<file path="src/design/nns_pkg.sv">
`timescale 1ns / 1ps

package nns_pkg;

  localparam int MAX_SIDE = 256;
  localparam int COORD_W = $clog2(MAX_SIDE);
  localparam int SIZE_W = COORD_W + 1;
  localparam int ADDR_W = 2 * COORD_W;
  localparam int PROD_W = 2 * COORD_W;
  localparam int DIV_CNT_W = (COORD_W > 1) ? $clog2(COORD_W) : 1;
  localparam int CH_W = 9;
  localparam int IN_CH_W = 11;
  localparam int PIX_W = 3 * CH_W;
  localparam int Q8_ONE = 256;
  localparam int CFG_IDX_W = 2;

  localparam logic [CFG_IDX_W-1:0] REG_SRC_WIDTH = 2'd0;
  localparam logic [CFG_IDX_W-1:0] REG_SRC_HEIGHT = 2'd1;
  localparam logic [CFG_IDX_W-1:0] REG_DST_WIDTH = 2'd2;
  localparam logic [CFG_IDX_W-1:0] REG_DST_HEIGHT = 2'd3;

  localparam logic OP_LOAD = 1'b0;
  localparam logic OP_FETCH = 1'b1;

  typedef enum logic [2:0] {
    ST_CLEAR,
    ST_IDLE,
    ST_X_GO,
    ST_X_WAIT,
    ST_Y_GO,
    ST_Y_WAIT,
    ST_READ,
    ST_RESP
  } state_t;

  typedef struct packed {
    logic [CH_W-1:0] blue;
    logic [CH_W-1:0] green;
    logic [CH_W-1:0] red;
  } pixel_t;

  typedef struct packed {
    logic start;
    logic [PROD_W-1:0] dividend;
    logic [SIZE_W-1:0] divisor;
  } div_req_t;

  typedef struct packed {
    logic done;
    logic [COORD_W-1:0] quotient;
  } div_rsp_t;

  function automatic logic [SIZE_W-1:0] eff_size(input logic [SIZE_W-1:0] v);
    logic [SIZE_W-1:0] r;
    if (v == '0) begin
      r = SIZE_W'(1);
    end else if (v > SIZE_W'(MAX_SIDE)) begin
      r = SIZE_W'(MAX_SIDE);
    end else begin
      r = v;
    end
    return r;
  endfunction

  function automatic logic [CH_W-1:0] clamp_ch(input logic signed [IN_CH_W-1:0] v);
    logic [CH_W-1:0] r;
    if (v < 0) begin
      r = '0;
    end else if (v > $signed(IN_CH_W'(Q8_ONE))) begin
      r = CH_W'(Q8_ONE);
    end else begin
      r = v[CH_W-1:0];
    end
    return r;
  endfunction

endpackage

</file>
<file path="src/design/nns_div.sv">
`timescale 1ns / 1ps

module nns_div import nns_pkg::*; (
  input  logic     clk,
  input  logic     rst_n,
  input  div_req_t req,
  output div_rsp_t rsp
);

  logic                 run_r;
  logic                 done_r;
  logic [DIV_CNT_W-1:0] cnt_r;
  logic [PROD_W-1:0]    rem_r;
  logic [PROD_W-1:0]    dvs_r;
  logic [COORD_W-1:0]   quo_r;
  logic                 ge;

  // The quotient is known to be below MAX_SIDE, so only COORD_W steps are needed.
  assign ge = (rem_r >= dvs_r);

  always_ff @(posedge clk) begin
    if (!rst_n) begin
      run_r <= 1'b0;
      done_r <= 1'b0;
      cnt_r <= '0;
    end else begin
      done_r <= 1'b0;
      if (req.start) begin
        run_r <= 1'b1;
        cnt_r <= '0;
      end else if (run_r) begin
        cnt_r <= cnt_r + DIV_CNT_W'(1);
        if (cnt_r == DIV_CNT_W'(COORD_W - 1)) begin
          run_r <= 1'b0;
          done_r <= 1'b1;
        end
      end
    end
  end

  always_ff @(posedge clk) begin
    if (req.start) begin
      rem_r <= req.dividend;
      dvs_r <= PROD_W'(req.divisor) << (COORD_W - 1);
      quo_r <= '0;
    end else if (run_r) begin
      if (ge) begin
        rem_r <= rem_r - dvs_r;
      end
      quo_r <= (quo_r << 1) | COORD_W'(ge);
      dvs_r <= dvs_r >> 1;
    end
  end

  assign rsp.done = done_r;
  assign rsp.quotient = quo_r;

endmodule

</file>
<file path="config.mk">
export PLATFORM = sky130hd
export DESIGN_NAME = nns_div
export DESIGN_NICKNAME = d
export VERILOG_FILES = /design/src/design/nns_pkg.sv /design/src/design/nns_div.sv
export SDC_FILE = /design/constraint.sdc
export NUM_CORES = 1
export LEC_CHECK = 0
export BUFFER_PORTS_ARGS = -buffer_cell sky130_fd_sc_hd__buf_2
export CORE_ASPECT_RATIO = 0.9
export CORE_MARGIN = 2
export CORE_UTILIZATION = 50
export DETAILED_ROUTE_END_ITERATION = 10
export HOLD_SLACK_MARGIN = 0.15
export PLACE_DENSITY = 0.71
export SETUP_SLACK_MARGIN = 0.5
export SKIP_LAST_GASP = 1
export SLEW_MARGIN = 20
export SYNTH_ARGS = -nofsm -noshare
export SYNTH_HDL_FRONTEND = slang
export SYNTH_SLANG_ARGS = --single-unit
</file>
<file path="constraint.sdc">
create_clock -name clk -period 6.9 [get_ports clk]
set_input_delay 0 -clock clk [delete_from_list [all_inputs] [get_ports clk]]
set_output_delay 0 -clock clk [all_outputs]
set_load 0.01 [all_outputs]
</file>
Word level (Yosys, flattened, before mapping)
Index checks and enable logic that the tools add are counted.
W data, S select, Z words.
{"block": "totals", "input_bits": 28, "ff_bits": 45, "wordCells": 28, "output_inout_bits": 9}
{"block": "op_classes", "n_mux": 9, "bitwise_logic": 3, "n_eq_ne": 1, "n_lt_le_gt_ge": 1, "reduce_logical": 5, "n_addsub": 2}
{"cell": "$mux W16", "n": 5}
{"cell": "$ge A16 B16 Y1", "n": 1}
{"cell": "$sub A16 B16 Y16", "n": 1}
{"cell": "$or A8 B1 Y8", "n": 1}
{"cell": "$mux W1", "n": 4}
{"cell": "$reduce_bool A2 Y1", "n": 2}
{"cell": "$add A3 B1 Y3 const B", "n": 1}
{"cell": "$eq A3 B3 Y1 const B", "n": 1}
{"cell": "$reduce_or A3 Y1", "n": 1}
{"cell": "$not A1 Y1", "n": 2}
{"cell": "$reduce_and A2 Y1", "n": 1}
{"cell": "$reduce_or A2 Y1", "n": 1}

Longest topological paths before layout
Gate-level depths: netlist of the first run.
{"block": "logic_depth", "depth_word": 4, "mapped_depth": 10, "ltp_nobuf": 10}

Worst setup path before layout of the first run
Ideal clock, no wire load.
{"block": "synth_timing", "path_type": "register to register", "from": "reg rem_r[0]", "to": "reg rem_r[0], enable pin", "n_path_buf": 0, "arrival_ns": 2.038, "period_less_slack_ns": 2.352, "required_time_ns": 6.586, "path_stages_with_launch": 11, "path_slack_ns": 4.548, "setup_time_ns": 0.314, "path_cell_list": "edfxtp_1 > inv_1 > ha_1 > inv_1 > fa_1 > a21o_1 > a21oi_2 > a21oi_1 > o2111ai_1 > nand2_1 > a21o_1"}
{"block": "synth_via", "elab_chain_cells": 3}
{"element": "start, declared", "line": "nns_div.sv:13", "source": "logic [PROD_W-1:0] rem_r;"}
{"element": "start signal, assigned", "line": "nns_div.sv:43", "source": "rem_r <= req.dividend;"}
{"element": "start signal, assigned", "line": "nns_div.sv:48", "source": "rem_r <= rem_r - dvs_r;"}
{"element": "$ge A16 B16 Y1", "line": "nns_div.sv:19", "source": "assign ge = (rem_r >= dvs_r);"}
{"element": "$reduce_bool A2 Y1 (no source line)"}
{"element": "$reduce_and A2 Y1 (no source line)"}
No other way between the ends.
A chain may end at the register's enable or synchronous reset.

Worst setup path after layout of the first run
{"block": "layout_timing", "from": "reg rem_r[0]", "to": "reg rem_r[11], enable pin"}
Same word-level chain as after synthesis.

==> results_dict.tcl, run 1 <==
set metrics [dict create \
    yosysUniqueCellTypes 46 \
    async_reset_ff_share_pct 0 \
    fin_cells 417 \
    relSlewSlack_pct 54.5 \
    place_hpwl_um 3810 \
    grt_max_degree 65 \
    final_cell_mix "nand2_1 (46), buf_2 (36), inv_1 (26), nor2_1 (26), dlygate4sd3_1 (26)" \
    ys.flop_type "edfxtp_1" \
    cap_violations 0 \
    p_leak_nw 1.40 \
    totalWireLength_um 5540 \
    fin_nets 396 \
    holdWs_ns 0.275 \
    layout_commonest_cell "nand2_1" \
    status "finished, final reports clean" \
    n_antenna_cell 0 \
    drtPass1Iterations 4 \
    fillers 461 \
    peakVddDrop_uv 138 \
    die_w_um 80.6 \
    min_path_type "primary input to flop" \
    tightest_slew_ns 0.682 \
    first_iter_violations 151 \
    grt_pass1_vias 1990 \
    hold_viol 0 \
    area_delta_synth_final_pct 21.9 \
    hold_buffers 26 \
    cts_root_buf "clkbuf_8" \
    drtAntennaViolNets 0 \
    die_h_um 73.0 \
    synth-seq-cells 45 \
    grt_setup_unrepaired "no" \
    fin_area_um2 3220 \
    register_area_um2 1150 \
    path_clk_slew_ns 0.08 \
    cts_buffers 5 \
    final.setup_skew_ns 0.00608 \
    dieArea_um2 5880 \
    setup_viol 0 \
    place_inst 383 \
    synth_xor_area_share_pct 2.98 \
    setup_slack_ns 4.26 \
    cp_cell_sequence "inv_1 -> ha_1 -> inv_1 -> fa_1 -> a21o_1 -> a21oi_2 -> a21oi_1 -> o2111ai_1 -> nand2_1 -> a21o_1" \
    antenna_found_initial 0 \
    critical_path_class "flop to flop" \
    overflow 0 \
    synth_edf_count 25 \
    synth-adder-area-share_pct 9.28 \
    via_per_inst 5.29 \
    clockBufferDepth 2 \
    fin_crit_sh_pct 38.2 \
    slowest_delay_ns 0.43 \
    clock_latency_ns 0.30 \
    io_pins 37 \
    drive_above_1_share_pct 15.1 \
    cts_tree "built" \
    synth_nets 339 \
    synth-seq-area-share_pct 43.6 \
    yosys_warnings 0 \
    pre_cts_ws_ns 4.29 \
    fin_tns_setup_ns 0 \
    cts.repair.resized 0 \
    period_needed_ns 2.64 \
    critPathMaxFanout 16 \
    clkSinkCount 45 \
    syn_inst 292 \
    grt_first_pass_wirelength_um 9110 \
    cpMaxStageDelayCell "a21o_1" \
    core-area_um2 5160 \
    utilization_pct 62.4 \
    finalPower_mw 0.812 \
    synth.cell_area_um2 2640 \
    cellPowerDensity_nw_per_um2 252 \
    fp-row-count 25 \
    dpl_cell_area_um2 2860 \
    crit_path_end_kind "flop" \
    route.detailed.drc 0 \
    multi_input_area_um2 1330 \
    yosys.area_share.simple_pct 15.2 \
    required_ns 6.86 \
    cp.arrival_ns 2.60 \
    synth_area_per_cell_um2 9.05 \
    avgRoutedWirePerCell_um 13.3 \
    postCtsSetupBuffers 0 \
    vias 2204 \
    max_freq_ghz 0.379 \
    start_util_pct 51.2 \
    place_congestion 0.905 \
    synth_compound_area_share_pct 16.5 \
    synthMuxAreaShare_pct 6.49 \
    track_usage_pct 20.1 \
    numPortBuffers 36 \
    start_kind "flop" \
    cts-htree-levels 2 \
    slew_violations 0 \
    synth_top_family_by_area "compound AO/OA/AOI/OAI gates" \
]
[Yosys cell counts (2+ instances only)]
cell type  instances  area share (%)
a21oi_2            3            0.99
a21oi_1           12             2.3
o211ai_1           2            0.57
nand2_1           46             6.5
mux2i_1           16             6.1
xor2_1             3            0.99
o21ai_1            9             1.7
dfxtp_1           20              15
clkbuf_1           8             1.1
nor3_1             3            0.57
o21ai_0           16             3.0
o21a_1             2            0.57
o31ai_1            5             1.4
edfxtp_1          25              28
a21o_1             6             1.7
nand3_1            2            0.38
and3_1             4            0.95
nor2_1            26             3.7
ha_1              18             8.5
o2111ai_1          2            0.66
nand2b_1           2            0.47
buf_2              4            0.76
or2_2              2            0.47
inv_1             26             3.7
a31oi_1            3            0.71
xnor2_1            6             2.0
nor2b_1            2            0.47
[report_power, final]
part | internal (mW) | total [mW] | switching, mW
registers | 0.322 | 0.335 | 0.0124
clock network | 0.0832 | 0.179 | 0.0958
logic | 0.128 | 0.298 | 0.170
[logic make-up after synthesis]
logic type | count (synthesis)
flops | 45
fa+ha+maj | 19
simple gates | 93
xor+xnor | 9
buf+inv | 40
compound gates | 69
mux | 17
[cell type report]
class | count | area share, %
Clock buffer | 6 | 2.56
Inverter | 26 | 3.03
Sequential cell | 45 | 35.7
Tap cell | 67 | 2.60
Clock inverter | 2 | 0.544
Timing Repair Buffer | 64 | 14.1
Multi-Input combinational cell | 207 | 41.4
[sequential cells by signal (all words and copies together) (netlist names)]
signal,cells
rem_r,16
quo_r,8
dvs_r,16
run_r,1
cnt_r,3
done_r,1
[worst max-delay path: cells and delay by family, from the launching register on]
kind,cells,cell delay (ns)
adders and majority gates,2,0.55
and+or+nand+nor,1,0.08
DFF,1,0.37
AOI/OAI and AO/OA,5,1.16
buffers and inverters,2,0.12
[path summary, 6_finish.rpt]
path | endpoint | startpoint | depth (start not counted) | slack [ns]
worst min-delay path | dvs_r[6]$_SDFFE_PP0P_ | req[25] | 3 | 0.28
worst max register to register | rem_r[11]$_DFFE_PP_ | rem_r[0]$_DFFE_PP_ | 10 | 4.26
worst max-delay path | rem_r[11]$_DFFE_PP_ | rem_r[0]$_DFFE_PP_ | 10 | 4.26
worst min register to register | quo_r[7]$_SDFFE_PP0P_ | quo_r[7]$_SDFFE_PP0P_ | 2 | 0.51
[routing by layer]
layer	global-route usage (%)	wire length [um]	vias up	share of wire, %
met4	6.78	89	0	1.6
met2	30.8	2440	38	44
met3	3.84	182	9	3.3
li1	-	-	1132	-
met1	28.7	2820	1025	51
met5	0	0	-	0
Note: power is estimated with default switching activity, not from simulation.
==> run 2: changes to the inputs <==
Settings changed: ABC_AREA set to 1, PLACE_DENSITY 0.71 to 0.74.
Clock period 6.9 ns to 2.3 ns, I/O delays scaled along.
==> run 2 against run 1 <==
Net effect: setup slack got worse by 4.1 ns; sequential share of layout area down 4.8 points; highest routed layer unchanged; global-route usage rose by 2.8 points; critical path depth rose by 3; first-iteration DRC count is 37% higher; wire length increased by 28%; hold slack got worse by 0.081 ns.
==> results_dict.tcl, run 2 <==
set metrics [dict create \
    yosysMostFrequentCell "nand2_1" \
    period_needed_ns 2.11 \
    register_area_um2 1150 \
    antenna_found_initial 0 \
    reg_top3 "dvs_r (16), rem_r (16), quo_r (8)" \
    relSlewSlack_pct 42.4 \
    drive_above_1_share_pct 23.8 \
    synth_nets 424 \
    synth_top_cell_area_share_pct 27.5 \
    fin_crit_sh_pct 91.6 \
    cts_buffers 5 \
    drtPass1Iterations 4 \
    cellPowerDensity_nw_per_um2 724 \
    cts_root_buf "clkbuf_8" \
    max_freq_ghz 0.474 \
    avgRoutedWirePerCell_um 13.7 \
    dieArea_um2 6070 \
    die_w_um 81.9 \
    cts_tree "built" \
    layout_commonest_cell "nand2_1" \
    numPortBuffers 36 \
    final_cell_mix "nand2_1 (123), inv_1 (66), buf_2 (36)" \
    track_usage_pct 22.9 \
    slowest_delay_ns 0.37 \
    grt_max_degree 23 \
    ys.flop_type "edfxtp_1" \
    overflow 0 \
    yosysUniqueCellTypes 24 \
    route.detailed.drc 0 \
    cp_cell_sequence "inv_1 -> ha_2 -> inv_2 -> fa_2 -> nand2_2 -> nand2_2 -> and2_4 -> nand2_4 -> buf_4 -> nand2_2 -> or2_0 -> nand3_1 -> nand2_1" \
    path_clk_slew_ns 0.10 \
    multi_input_area_um2 1580 \
    crit_path_end_kind "flop" \
    fin_nets 499 \
    drtAntennaViolNets 0 \
    crit_top_cell "nand2_2" \
    start_kind "flop" \
    finalPower_mw 2.69 \
    tightest_slew_ns 0.863 \
    async_reset_ff_share_pct 0 \
    hold_viol 0 \
    syn_inst 377 \
    synth-seq-cells 45 \
    synth_edf_count 25 \
    cap_violations 0 \
    place_congestion 0.937 \
    die_h_um 74.1 \
    start_util_pct 52.0 \
    grt_setup_unrepaired "yes" \
    totalWireLength_um 7120 \
    io_pins 37 \
    critPathMaxFanout 2 \
    fin_tns_setup_ns 0 \
    final.setup_skew_ns 0.00827 \
    clockBufferDepth 2 \
    setup_viol 0 \
    cpMaxStageDelayCell "edfxtp_1" \
    place_hpwl_um 4420 \
    clkSinkCount 45 \
    clock_latency_ns 0.31 \
    synthTopCellsByCount "nand2_1 (139), inv_1 (69), edfxtp_1 (25)" \
    min_path_type "primary input to flop" \
    slew_violations 0 \
    required_ns 2.37 \
    synth_area_leader_cell "edfxtp_1" \
    yosys_warnings 0 \
    via_per_inst 5.19 \
    n_antenna_cell 0 \
    first_iter_violations 207 \
    critical_path_class "flop to flop" \
    status "finished, final reports clean" \
    fp-row-count 25 \
    core-area_um2 5260 \
    synth.cell_area_um2 2730 \
    cts-htree-levels 2 \
    grt_first_pass_wirelength_um 10600 \
    cp.arrival_ns 2.18 \
    synth-seq-area-share_pct 42.2 \
    synth_area_per_cell_um2 7.24 \
    area_delta_synth_final_pct 36.2 \
    peakVddDrop_uv 353 \
    grt_pass1_vias 2498 \
    vias 2698 \
    p_leak_nw 1.80 \
    fillers 411 \
    synth_area_leaders "edfxtp_1 (27%), nand2_1 (19%), dfxtp_1 (15%)" \
]
## run 2: changes by cell type after synthesis, moves of 10 or more
| cell | change |
|---|---|
| nor2_1 | -10 |
| o22ai_1 | +10 |
| nand2_1 | +93 |
| nand3_1 | +19 |
| mux2i_1 | -16 |
| inv_1 | +43 |
## run 2: final timing paths
check / start / to / slack (ns) / cells after the start
hold / removal: req[25] / dvs_r[15]$_DFFE_PP_ / 0.19 / 3
setup / recovery: rem_r[0]$_DFFE_PP_ / rem_r[8]$_DFFE_PP_ / 0.19 / 13
hold reg to reg: quo_r[7]$_SDFFE_PP0P_ / quo_r[7]$_SDFFE_PP0P_ / 0.47 / 2
setup reg to reg: rem_r[0]$_DFFE_PP_ / rem_r[8]$_DFFE_PP_ / 0.19 / 13
## run 2: cell families after synthesis
family | count (synthesis) | synth area share [%]
AOI/OAI and AO/OA | 39 | 7.75
xor gates and xnor gates | 2 | 0.642
adders and majority gates | 19 | 8.98
buffers and inverters | 77 | 11.0
DFF | 45 | 42.2
and+or+nand+nor | 195 | 29.4
## run 2: critical path: cells and delay by family (launching register included)
family / cells / cell delay [ns]
AND/OR/NAND/NOR: 8 / 0.76
adder cells (fa/ha/maj): 2 / 0.53
buffers and inverters: 3 / 0.22
flip-flops: 1 / 0.37
## run 2: area by class of cell
| class | count | share of cell area (%) |
|---|---|---|
| sequential | 45 | 31.0 |
| clock buffer | 5 | 1.85 |
| tap | 67 | 2.25 |
| clock inverter | 3 | 0.639 |
| multi-input combinational | 256 | 42.6 |
| timing repair buffer | 75 | 14.8 |
| inverter | 69 | 6.96 |
## run 2: per-stage QoR
stage / hold slack [ns] / cell area (um2) / std cells / utilization [%] / setup slack, ns
final: 0.195 / 3720 / 520 / 70.8 / 0.192
after global routing: 0.228 / 3720 / 520 / 70.8 / 0.0301
after CTS: 0.197 / 3480 / 515 / 66.2 / 0.207
after detailed placement: 0.259 / 2980 / 474 / 56.7 / 0.174
after global placement: 0.255 / 2980 / 474 / 56.7 / 0.240
after floorplan: 0.119 / 2740 / 377 / - / 0.401
## run 2: repair_timing
item                       CTS  global route
setup endpoints to repair   27            32
cloned                       1             0
hold endpoints to repair    30             0
hold buffers                26             0
pin swaps                   10            18
setup buffers                6             5
gates resized for setup     18            37
## run 2: per-layer routing
metal	track usage [%]	wire (um)	vias up	part of all wire, %
li1	-	-	1345	-
met2	40.1	3660	91	51
met3	3.28	300	24	4.2
met5	0	0	-	0
met4	11.3	238	0	3.3
met1	27.5	2920	1238	41
## run 2: power by group
group / switching, mW / internal (mW)
clock: 0.303 / 0.221
combinational: 0.671 / 0.498
sequential: 0.0449 / 0.954
